**config.mk**
```make
export PLATFORM = sky130hd
export DESIGN_NAME = wrst_mod
export DESIGN_NICKNAME = d
export VERILOG_FILES = /design/src/rtl/core/wrst_pkg.sv /design/src/rtl/core/wrst_mod.sv
export SDC_FILE = /design/constraint.sdc
export NUM_CORES = 1
export LEC_CHECK = 0
export BUFFER_PORTS_ARGS = -buffer_cell sky130_fd_sc_hd__buf_2
export CORE_MARGIN = 1
export CORE_UTILIZATION = 60
export DETAILED_ROUTE_END_ITERATION = 10
export GPL_ROUTABILITY_DRIVEN = 0
export PLACE_DENSITY = 0.85
export SYNTH_ARGS = -nofsm -noshare
export SYNTH_HDL_FRONTEND = slang
export SYNTH_SLANG_ARGS = --single-unit
```
**constraint.sdc**
```tcl
create_clock -name clk -period 5.9 [get_ports clk]
set_input_delay 0.59 -clock clk [delete_from_list [all_inputs] [get_ports clk]]
set_output_delay 0.59 -clock clk [all_outputs]
set_load 0.005 [all_outputs]
```
**src/rtl/core/wrst_pkg.sv**
```systemverilog
`timescale 1ns / 1ps
// ----------------------------------------------------------------------------
// Weighted random selection table: shared definitions
// Sizes, operation codes and the request and result words of the table.
// ----------------------------------------------------------------------------
package wrst_pkg;

	localparam int KEYS     = 1024;
	localparam int KEY_W    = 10;
	localparam int WEIGHT_W = 32;
	localparam int RAND_W   = 32;
	localparam int TOTAL_W  = 42;
	localparam int COUNT_W  = 11;

	typedef enum logic [2:0] {
		OP_SET    = 3'd0,
		OP_REMOVE = 3'd1,
		OP_CLEAR  = 3'd2,
		OP_WDRAW  = 3'd3,
		OP_UDRAW  = 3'd4
	} op_t;

	typedef struct packed {
		op_t                 op;
		logic [KEY_W-1:0]    key;
		logic [WEIGHT_W-1:0] weight;
		logic [RAND_W-1:0]   random_value;
	} req_t;

	typedef struct packed {
		logic [KEY_W-1:0]   chosen_key;
		logic               chosen_valid;
		logic [COUNT_W-1:0] entry_count;
	} res_t;

endpackage

```
**src/rtl/core/wrst_mod.sv**
```systemverilog
`timescale 1ns / 1ps
// ----------------------------------------------------------------------------
// Remainder unit
// Restoring division that yields the remainder, one dividend bit per cycle.
// ----------------------------------------------------------------------------
module wrst_mod
	import wrst_pkg::*;
(
	input  logic               clk,
	input  logic               arst_n,
	input  logic               start,
	input  logic [RAND_W-1:0]  dividend,
	input  logic [COUNT_W-1:0] divisor,
	output logic               done,
	output logic [COUNT_W-1:0] remainder
);

	localparam int CNT_W = $clog2(RAND_W + 1);

	logic [RAND_W-1:0]  dvd_q;
	logic [COUNT_W-1:0] div_q;
	logic [COUNT_W-1:0] rem_q;
	logic [CNT_W-1:0]   cnt_q;
	logic               busy_q;
	logic               done_q;
	logic [COUNT_W:0]   trial;
	logic [COUNT_W:0]   diff;

	assign trial = {rem_q, dvd_q[RAND_W-1]};
	assign diff  = trial - {1'b0, div_q};

	always_ff @(posedge clk or negedge arst_n) begin
		if (!arst_n) begin
			busy_q <= 1'b0;
			done_q <= 1'b0;
			cnt_q  <= '0;
		end else begin
			done_q <= 1'b0;
			if (start) begin
				busy_q <= 1'b1;
				cnt_q  <= CNT_W'(RAND_W);
				dvd_q  <= dividend;
				div_q  <= divisor;
				rem_q  <= '0;
			end else if (busy_q) begin
				dvd_q <= {dvd_q[RAND_W-2:0], 1'b0};
				if (trial >= {1'b0, div_q}) begin
					rem_q <= diff[COUNT_W-1:0];
				end else begin
					rem_q <= trial[COUNT_W-1:0];
				end
				cnt_q <= cnt_q - 1'b1;
				if (cnt_q == CNT_W'(1)) begin
					busy_q <= 1'b0;
					done_q <= 1'b1;
				end
			end
		end
	end

	assign done      = done_q;
	assign remainder = rem_q;

endmodule

```
# After elaboration in Yosys (flattened, before gate mapping)
# Index checks and enable logic that the tools add are counted.
[classes] addsub=2 order_cmp=1 eq_ne=1 muxes=12 reduce_logical=3
[ops] cell="32-bit 2-to-1 mux" count=2
[ops] cell="11-bit 2-to-1 mux" count=2
[ops] cell="12-bit by 11-bit greater-or-equal comparator with 1-bit output" count=1
[ops] cell="6-bit 2-to-1 mux" count=2
[ops] cell="11-bit subtractor" count=1
[ops] cell="6-bit by 1-bit == test with 1-bit output (second input constant)" count=1
[ops] cell="1-bit 2-to-1 mux" count=6
[ops] cell="6-bit by 1-bit subtractor with 6-bit output (second input constant)" count=1
[ops] cell="2-bit AND reduction" count=2
[ops] cell="2-bit nonzero test" count=1
[word_totals] regBits=62 inputBits=46 output_inout_bits=12

# Logic depth before layout (Yosys ltp)
# Gate-level depths: netlist of the first run.
[depth] ltp_word=4 depth_mapped=10

# Least setup slack after synthesis of the first run
# Ideal clock, no wire load.
[synth_timing] kind="input to register" start="input start" end="register dvd_q[0] (enable)" setup_time_ps=425 arrival_ps=2323 required_ps=5475 setup_slack_ps=3152 cell_stages=3 path_buffers=1 path_cell_list="clkbuf_1 -> nor2_1 -> nor2b_1"
[synth_via] elab_chain_len=2
[synth_lines] element="start, declared" line="wrst_mod.sv:11" text="input logic start,"
[synth_lines] element="2-bit nonzero test (no line)"
[synth_lines] element="2-bit AND reduction (no line)"
[synth_lines] element="end signal, assigned" line="wrst_mod.sv:42" text="dvd_q <= dividend;"
[synth_lines] element="end signal, assigned" line="wrst_mod.sv:46" text="dvd_q <= {dvd_q[RAND_W-2:0], 1'b0};"
[synth_lines] element="end, declared" line="wrst_mod.sv:20" text="logic [RAND_W-1:0] dvd_q;"
# Every way passes these cells.
# A chain may end at the register's enable or synchronous reset.

# Final worst setup path of the first run
[layout_timing] start="register div_q[0]" end="register rem_q[9] (netlist: remainder[9]), data pin"
[layout_via] elab_chain_len=3
[layout_lines] element="start, declared" line="wrst_mod.sv:21" text="logic [COUNT_W-1:0] div_q;"
[layout_lines] element="start signal, assigned" line="wrst_mod.sv:43" text="div_q <= divisor;"
[layout_lines] element="11-bit subtractor / 12-bit by 11-bit greater-or-equal comparator with 1-bit output (equally long branches)" line="wrst_mod.sv:30, wrst_mod.sv:47"
[layout_lines] element="11-bit 2-to-1 mux (*)" line="wrst_mod.sv:47" text="if (trial >= {1'b0, div_q}) begin"
[layout_lines] element="11-bit 2-to-1 mux (*)" line="wrst_mod.sv:45" text="end else if (busy_q) begin"
[layout_lines] element="end signal, assigned" line="wrst_mod.sv:48" text="rem_q <= diff[COUNT_W-1:0];"
[layout_lines] element="end signal, assigned" line="wrst_mod.sv:50" text="rem_q <= trial[COUNT_W-1:0];"
[layout_lines] element="end, declared" line="wrst_mod.sv:22" text="logic [COUNT_W-1:0] rem_q;"
# Every way passes the cells marked *; elsewhere a longest branch is shown, timed or not.

==> flow_summary.json, run 1 <==
{
  "grt_max_degree": 52,
  "dpl.hpwl_um": 4020,
  "core_um2": 5170,
  "ir_worst_vdd_uv": 222,
  "grt_antenna_before_repair": 0,
  "synth_nets": 315,
  "tightest_slew_ns": 0.721,
  "yosys.area_share.simple": 0.100,
  "drt-initial-drc-count": 213,
  "dpl_cell_area_um2": 3600,
  "setup.worst_path.class": "flop to flop",
  "start_kind": "flop",
  "yosysWarnings": 0,
  "layout_commonest_cell": "buf_2",
  "synthAdderAreaFrac": 0.0560,
  "timing.final.crit_share": 0.451,
  "mostFrequentLayoutCells": "buf_2 (57), edfxtp_1 (54), mux2_2 (31)",
  "setup_violations": 0,
  "cts_buffers": 9,
  "via_count": 2179,
  "clk_pin_slew_worst_paths_ns": 0.07,
  "slew_headroom": 0.520,
  "synth_area_um2": 3260,
  "wl_per_cell_um": 15.1,
  "clk_latency_ns": 0.34,
  "use_met2": 0.376,
  "dr.pass1.iters": 4,
  "synth_edf_count": 54,
  "ys.flop_type": "edfxtp_1",
  "reg2reg_depth": 8,
  "synthMuxAreaShare": 0.135,
  "status": "complete, no violations",
  "cp-end-kind": "flop",
  "tns_ns": 0,
  "drc": 0,
  "gr-usage-met1": 0.303,
  "rsz0062_at_grt": "no",
  "cp.required_ns": 5.99,
  "hold_path_class": "input port to async pin",
  "diodes": 0,
  "r2r_end": "remainder[9]",
  "place_inst": 373,
  "fin_crit_ns": 2.66,
  "regToRegStartpoint": "div_q[0]",
  "crit_arrival_ns": 2.75,
  "cts_sinks": 62,
  "synth.largest_area_cell": "edfxtp_1",
  "cts_hold_buf": 0,
  "utilization": 0.735,
  "max_clock_freq_mhz": 376,
  "die_x_um": 75.7,
  "drv_slew": 0,
  "synth.top_cell.area_share": 0.497,
  "grt_pass1_wl_um": 9690,
  "syn_inst": 255,
  "synth_area_per_cell_um2": 12.8,
  "io_buffer_count": 57,
  "rows": 26,
  "synth_top_family_by_area": "multiplexers",
  "cap_viol_max_count": 0,
  "p_leak_nw": 1.60,
  "power.density_nw_per_um2": 333,
  "cts_resized": 0,
  "gr-usage-met3": 0.0622,
  "layout.cells.non_filler": 389,
  "ys_ff_latch": 62,
  "die_y_um": 75.7,
  "die-area_um2": 5740,
  "h-tree-depth": 3,
  "syn_to_final_growth_pct": 16.4,
  "postRouteAntennaNets": 0,
  "drive_above_1_share": 0.364,
  "reg2reg_slack_ns": 3.24,
  "num_io_pins": 58,
  "timing.hold.ws_ns": 0.207,
  "critPathMaxFanout": 6,
  "via_per_inst": 5.60,
  "yosysUniqueCellTypes": 50,
  "ys_seq_area_frac": 0.558,
  "cts_root_buffer": "clkbuf_8",
  "synthXorXnorAreaFrac": 0.0242,
  "cts_buffer_depth": 2,
  "final_hold_viol_count": 0,
  "num-nets-final": 374,
  "cts_tree": "yes",
  "wl_um": 5860,
  "post_cts_buffers": 0,
  "synth-compound-area-share": 0.0916,
  "synth_area_leaders": "edfxtp_1 (50%), mux2_2 (11%), dfrtp_1 (6.1%)",
  "synthArstFlopShare": 0.129,
  "busiest_layer": "met2",
  "overflow": 0,
  "post-route-cell-area_um2": 3800,
  "start_util": 0.631,
  "grt_pass1_vias": 2069,
  "finalClockSkew_ns": 0.0115,
  "track_usage": 0.238
}
cells in the mapped netlist (5+ instances only):
cell type  number
ha_1           13
a21oi_1         6
nor2_1         26
inv_1          17
buf_1           5
nand2_1         8
dfrtp_1         8
edfxtp_1       54
a211oi_1        7
mux2_2         31
mux2i_1         6
nor3_1          5
xnor2_1         6
worst max-delay path: stages (launching register included):
cell and delay [ns]:
edfxtp_1 0.38, ha_1 0.22, fa_1 0.40, nand2b_1 0.17, a21oi_1 0.24, o2111ai_1 0.20, and3b_1 0.32, a2111oi_0 0.37
a21oi_1 0.12
per-layer routing:
metal / share of wire / vias up / wire length (um)
li1: - / 1071 / -
met1: 0.44 / 1022 / 2600
met2: 0.46 / 75 / 2710
met3: 0.074 / 11 / 434
met4: 0.021 / 0 / 121
met5: 0 / - / 0
metrics by stage:
step / power (mW) / worst slack, ns
after floorplan: 0.824 / 3.15
after global placement: 0.890 / 3.35
after detailed placement: 0.900 / 3.27
after CTS: 1.27 / 3.25
after global routing: 1.34 / 3.06
final: 1.26 / 3.24
area by class of cell:
type	instances	area (um2)
clock buffers	9	124
repair buffers	59	300
clock inverters	7	73.8
flip-flops and latches	62	1820
fillers	340	1370
inverters	17	63.8
multi-input cells	165	1330
well taps	70	87.6
worst max path at each step:
stage,startpoint,endpoint,cells after the start
after floorplan,start,dvd_q[0],3
after global placement,dvd_q[31],remainder[9],9
after detailed placement,dvd_q[31],remainder[2],9
after CTS,div_q[0],remainder[2],8
after global routing,dvd_q[31],remainder[9],9
final,div_q[0],remainder[9],8
where the power goes:
| group | switching, mW | internal [mW] | leakage, nW | total, mW |
|---|---|---|---|---|
| logic | 0.155 | 0.152 | 0.874 | 0.306 |
| clock network | 0.176 | 0.196 | 0.0996 | 0.372 |
| registers | 0.0421 | 0.544 | 0.626 | 0.586 |
| total | 0.373 | 0.892 | 1.60 | 1.26 |
state kept, by name, summed over array words and instances, names as in the netlist:
register and flops:
remainder 11, busy_q 1, cnt_q 6, done 1
dvd_q 32, div_q 11
cell families after synthesis:
family / after synthesis
AOI/OAI and AO/OA: 40
DFF: 62
muxes: 39
and+or+nand+nor: 63
buffers and inverters: 28
adders and majority gates: 14
xor gates and xnor gates: 9
Note: power is estimated with default switching activity, not from simulation.
==> run 2, diff against run 1 <==
--- a/config.mk
+++ b/config.mk
@@ -5,12 +5,13 @@
 export SDC_FILE = /design/constraint.sdc
 export NUM_CORES = 1
 export LEC_CHECK = 0
+export ABC_AREA = 1
 export BUFFER_PORTS_ARGS = -buffer_cell sky130_fd_sc_hd__buf_2
 export CORE_MARGIN = 1
-export CORE_UTILIZATION = 60
+export CORE_UTILIZATION = 56
 export DETAILED_ROUTE_END_ITERATION = 10
 export GPL_ROUTABILITY_DRIVEN = 0
-export PLACE_DENSITY = 0.85
+export PLACE_DENSITY = 0.79
 export SYNTH_ARGS = -nofsm -noshare
 export SYNTH_HDL_FRONTEND = slang
 export SYNTH_SLANG_ARGS = --single-unit
==> constraint.sdc (replaced) <==
create_clock -name clk -period 2.7 [get_ports clk]
set_input_delay 0.27 -clock clk [delete_from_list [all_inputs] [get_ports clk]]
set_output_delay 0.27 -clock clk [all_outputs]
set_load 0.005 [all_outputs]
==> run 2 against run 1 <==
  * Flip-flop and latch count unchanged
  * Clock power is 87% higher
  * Cell area increased by 4.9%
  * Count of clock-buffer cells in the layout increased by 1
  * Synthesized cell count grew 61%
  * Sequential power increased by 120%
  * Sequential share of layout area shrank 2.2 points
  * Critical path type unchanged
  * Critical endpoint is now remainder[0]
  * Combinational power rose to 2.8 times the previous value
  * Wire length is 22% higher
  * Highest routed layer unchanged
==> flow_summary.json, run 2 <==
{
  "status": "complete, no violations",
  "wl_um": 7160,
  "cp.required_ns": 2.78,
  "syn_inst": 410,
  "synth_area_per_cell_um2": 8.49,
  "ys.flop_type": "edfxtp_1",
  "postRouteAntennaNets": 0,
  "timing.final.ws_setup_ns": 0.227,
  "critPathSlowestCell": "fa_1",
  "synth_nets": 470,
  "cts_tree": "yes",
  "grt_pass1_wl_um": 12200,
  "rows": 28,
  "critPathMaxFanout": 12,
  "cts_buffer_depth": 2,
  "setup.worst_path.class": "flop to flop",
  "cp-end-kind": "flop",
  "die_y_um": 80.8,
  "dpl_worst_slack_ns": 0.290,
  "syn_to_final_growth_pct": 14.5,
  "drc": 0,
  "via_per_inst": 5.22,
  "yosysUniqueCellTypes": 29,
  "finalClockSkew_ns": 0.00780,
  "synthArstFlopShare": 0.129,
  "slew_headroom": 0.382,
  "die_x_um": 80.8,
  "cts_root_buffer": "clkbuf_8",
  "tightest_slew_ns": 0.923,
  "yosysWarnings": 0,
  "ys_seq_area_frac": 0.523,
  "crit_family": "simple AND/OR/NAND/NOR gates",
  "layout.cells.non_filler": 550,
  "via_count": 2873,
  "synth_edf_count": 54,
  "crit_arrival_ns": 2.55,
  "cts_sinks": 62,
  "die-area_um2": 6540,
  "grt_pass1_vias": 2833,
  "final_hold_viol_count": 0,
  "place_inst": 534,
  "cts_hold_buf": 0,
  "synth_common_cells": "nand2_1 (166), inv_1 (60), edfxtp_1 (54)",
  "clk_latency_ns": 0.33,
  "yosysMostFrequentCell": "nand2_1",
  "largest_reg_flops": 32,
  "synth_area_um2": 3480,
  "max_stage_delay_ns": 0.42,
  "mostFrequentLayoutCells": "nand2_1 (166), inv_1 (60), buf_2 (57)",
  "rsz0062_at_grt": "no",
  "dr.pass1.iters": 5,
  "overflow": 0,
  "tns_ns": 0,
  "cap_viol_max_count": 0,
  "ys_ff_latch": 62,
  "track_usage": 0.251,
  "cp_common_cell": "nand2_1",
  "start_util": 0.584,
  "num-nets-final": 530,
  "synth.top_cell.area_share": 0.466,
  "p_leak_nw": 2.05,
  "layout_commonest_cell": "nand2_1",
  "start_kind": "flop",
  "synth_area_leaders": "edfxtp_1 (47%), nand2_1 (18%), inv_1 (6.5%)",
  "core_um2": 5960,
  "setup_violations": 0,
  "cts_buffers": 9,
  "hold_path_class": "input port to async pin",
  "drv_slew": 0,
  "h-tree-depth": 3,
  "wl_per_cell_um": 13.0,
  "drt-initial-drc-count": 137,
  "clk_pin_slew_worst_paths_ns": 0.07,
  "cts_resized": 0,
  "path_buf_inv": 1,
  "grt_antenna_before_repair": 0,
  "grt_max_degree": 37,
  "synth.largest_area_cell": "edfxtp_1",
  "num_io_pins": 58,
  "diodes": 0,
  "power.density_nw_per_um2": 719,
  "ir_worst_vdd_uv": 337,
  "fin_crit_ns": 2.47,
  "crit_chain": "ha_1 > fa_1 > inv_1 > nand2_1 > nand2_1 > nand2_2 > nand2_1 > nand2_2 > nand3_2 > nand2_1 > nand3_1 > o21ai_0",
  "post_cts_buffers": 0,
  "max_clock_freq_mhz": 404,
  "timing.final.crit_share": 0.916,
  "io_buffer_count": 57,
  "dpl.hpwl_um": 5190,
  "top_register": "dvd_q",
  "drive_above_1_share": 0.208
}
==> run 2: changes by cell type after synthesis, sizes merged, moves of 6 or more <==
cell,delta
nand2,+165
nor2,-10
nand3,+25
a211oi,-9
nand4,+14
inv,+45
o21ai,+7
xnor2,-6
mux2,-33
mux2i,-6
==> run 2: final cells by class <==
class                           instances  area [um2]
Sequential cell                        62        1820
Fill cell                             530        1970
Multi-Input combinational cell        272        1340
Clock buffer                           10         128
Timing Repair Buffer                   62         323
Tap cell                               75        93.8
Inverter                               63         236
Clock inverter                          6        38.8
==> run 2: through the flow <==
stage | utilization | cell area [um2] | total power, mW | hold WS (ns)
after detailed placement | 0.641 | 3820 | 2.18 | 0.378
after CTS | 0.669 | 3990 | 2.87 | 0.0170
after global routing | 0.669 | 3990 | 3.06 | 0.0276
after floorplan | - | 3480 | 1.95 | -0.0256
final | 0.669 | 3990 | 2.86 | 0.0203
after global placement | 0.641 | 3820 | 2.13 | 0.366
==> run 2: final timing paths <==
check | start | to | slack (ns) | cells after the start
worst min register to register | dvd_q[3] | dvd_q[4] | 0.52 | 2
worst max-delay path | div_q[0] | remainder[0] | 0.23 | 12
worst min-delay path | arst_n | cnt_q[4] | 0.02 | 2
min in group clk | divisor[1] | div_q[1] | 0.11 | 1
worst max register to register | div_q[0] | remainder[0] | 0.23 | 12
max in group asynchronous | arst_n | done | 2.49 | 2
==> run 2: worst reg2reg max path: stages, from the launching register on <==
cell and delay [ns]:
edfxtp_1 0.38, ha_1 0.23, fa_1 0.42, inv_1 0.12
nand2_1 0.07, nand2_1 0.10, nand2_2 0.06, nand2_1 0.08
nand2_2 0.18, nand3_2 0.33, nand2_1 0.10, nand3_1 0.08
o21ai_0 0.09
==> run 2: cell families after synthesis <==
group,after synthesis,synth area share
AO/OA/AOI/OAI,20,0.0313
XOR/XNOR,3,0.00755
adder cells (fa/ha/maj),14,0.0525
buffers and inverters,76,0.0913
flip-flops,62,0.523
AND/OR/NAND/NOR,235,0.294
==> run 2: where the power goes <==
part	switching, mW	internal, mW
sequential	0.0931	1.21
clock	0.366	0.330
combinational	0.537	0.328
total	0.995	1.87
==> run 2: metal layers <==
metal | track usage | vias up | routed length, um
li1 | - | 1434 | -
met3 | 0.0809 | 17 | 512
met4 | 0.0946 | 0 | 144
met5 | 0 | - | 0
met2 | 0.436 | 106 | 3570
met1 | 0.286 | 1316 | 2930
==> run 3, diff against run 2 <==
--- a/config.mk
+++ b/config.mk
@@ -5,13 +5,14 @@
 export SDC_FILE = /design/constraint.sdc
 export NUM_CORES = 1
 export LEC_CHECK = 0
-export ABC_AREA = 1
+export ABC_AREA = 0
 export BUFFER_PORTS_ARGS = -buffer_cell sky130_fd_sc_hd__buf_2
 export CORE_MARGIN = 1
 export CORE_UTILIZATION = 56
 export DETAILED_ROUTE_END_ITERATION = 10
 export GPL_ROUTABILITY_DRIVEN = 0
-export PLACE_DENSITY = 0.79
+export PLACE_DENSITY = 0.8
+export SLEW_MARGIN = 20
 export SYNTH_ARGS = -nofsm -noshare
 export SYNTH_HDL_FRONTEND = slang
 export SYNTH_SLANG_ARGS = --single-unit
==> run 3 against run 2 <==
  * Power fell by 6.6%
  * Die area shrank 6.1%
  * Clock power is 3.0% lower
  * Non-clock buffer count up 1
  * Cell area shrank 4.1%
==> flow_summary.json, run 3 (synthesized netlist as in run 1, its figures left out) <==
{
  "status": "complete, no violations",
  "num-nets-final": 378,
  "die_y_um": 78.3,
  "io_buffer_count": 57,
  "rows": 27,
  "setup_violations": 0,
  "largest_reg_flops": 32,
  "top_register": "dvd_q",
  "cts_tree": "yes",
  "diodes": 0,
  "die_x_um": 78.3,
  "power_mw": 2.67,
  "use_met2": 0.339,
  "drc": 0,
  "clk_pin_slew_worst_paths_ns": 0.07,
  "cts_root_buffer": "clkbuf_8",
  "start_util": 0.585,
  "slew_headroom": 0.623,
  "track_usage": 0.219,
  "wl_um": 6190,
  "fillers": 425,
  "drt-initial-drc-count": 115,
  "postRouteAntennaNets": 0,
  "core_um2": 5570,
  "layout_commonest_cell": "buf_2",
  "grt_antenna_before_repair": 0,
  "syn_to_final_growth_pct": 17.1,
  "cts_sinks": 62,
  "cp-end-kind": "flop",
  "cts_buffers": 9,
  "crit_arrival_ns": 2.74,
  "drive_above_1_share": 0.370,
  "gr-usage-met3": 0.0779,
  "start_kind": "flop",
  "grt_pass1_vias": 2151,
  "drv_slew": 0,
  "gr-usage-met1": 0.276,
  "power.density_nw_per_um2": 700,
  "fin_crit_ns": 2.56,
  "p_leak_nw": 1.59,
  "cp.required_ns": 2.87,
  "grt_pass1_wl_um": 10000,
  "mostFrequentLayoutCells": "buf_2 (57), edfxtp_1 (54), mux2_2 (31)",
  "wl_per_cell_um": 15.7,
  "critPathMaxFanout": 6,
  "overflow": 0,
  "timing.final.crit_share": 0.949,
  "max_clock_freq_mhz": 390,
  "finalClockSkew_ns": 0.00513,
  "clk_latency_ns": 0.34,
  "h-tree-depth": 3,
  "cts_buffer_depth": 2,
  "hold_path_class": "input port to flop",
  "via_per_inst": 5.65,
  "via_count": 2226,
  "dr.pass1.iters": 4,
  "timing.hold.ws_ns": 0.103,
  "cap_viol_max_count": 0,
  "tns_ns": 0,
  "num_io_pins": 58,
  "final_hold_viol_count": 0,
  "setup.worst_path.class": "flop to flop",
  "dpl.hpwl_um": 4280,
  "busiest_layer": "met2",
  "ir_worst_vdd_uv": 476,
  "grt_max_degree": 33,
  "tightest_slew_ns": 0.566,
  "die-area_um2": 6140
}
==> run 3: final cells by class <==
type                    instances  area (um2)  area share
repair buffers                 63         333      0.0871
clock buffers                  10         128      0.0334
inverters                      17        63.8      0.0167
multi-input cells             165        1360       0.355
flip-flops and latches         62        1820       0.477
well taps                      72        90.1      0.0236
clock inverters                 5        27.5     0.00720
==> run 3: final timing paths <==
check                           startpoint            to  slack, ns  depth (start not counted)
worst min-delay path            divisor[4]      div_q[4]       0.10                          1
worst min register to register    cnt_q[2]          done       0.52                          1
worst max-delay path              div_q[0]  remainder[1]       0.14                          8
max in group asynchronous           arst_n        busy_q       1.93                          2
min in group asynchronous           arst_n      cnt_q[2]       0.43                          2
worst max register to register    div_q[0]  remainder[1]       0.14                          8
==> run 3: layer usage <==
layer / wire length, um / vias up / part of all wire
met5: 0 / - / 0
met2: 2960 / 83 / 0.48
met3: 438 / 16 / 0.071
met4: 144 / 0 / 0.023
li1: - / 1076 / -
met1: 2650 / 1051 / 0.43
==> run 3: critical path, cell delays in order, from the launching register on <==
cell and delay, ns:
edfxtp_1 0.38, ha_1 0.23, fa_1 0.40, nand2b_1 0.19
a21oi_2 0.18, o2111ai_2 0.16, and3b_2 0.31, mux2_4 0.32
a211oi_2 0.22
==> run 3: per-stage QoR <==
stage          cell area (um2)   util  setup slack, ns  instances
5_1_grt                   3820  0.686          -0.0102        394
4_1_cts                   3790  0.679          0.00956        393
3_3_place_gp              3620  0.649            0.139        377
3_5_place_dp              3620  0.649           0.0140        377
6_report                  3820  0.686            0.137        394
2_1_floorplan             3260      -            0.227        255
==> run 3: report_power, final <==
group	internal [mW]	total, mW	switching, mW
clock network	0.320	0.674	0.354
logic	0.355	0.722	0.367
registers	1.19	1.28	0.0883
==> run 3: repair_timing <==
item	CTS	global route
buffers inserted	0	1
hold buffers	1	0
pin swaps	0	2
hold endpoints to repair	8	0
gates resized for setup	1	5
endpoints found under the setup margin	1	9
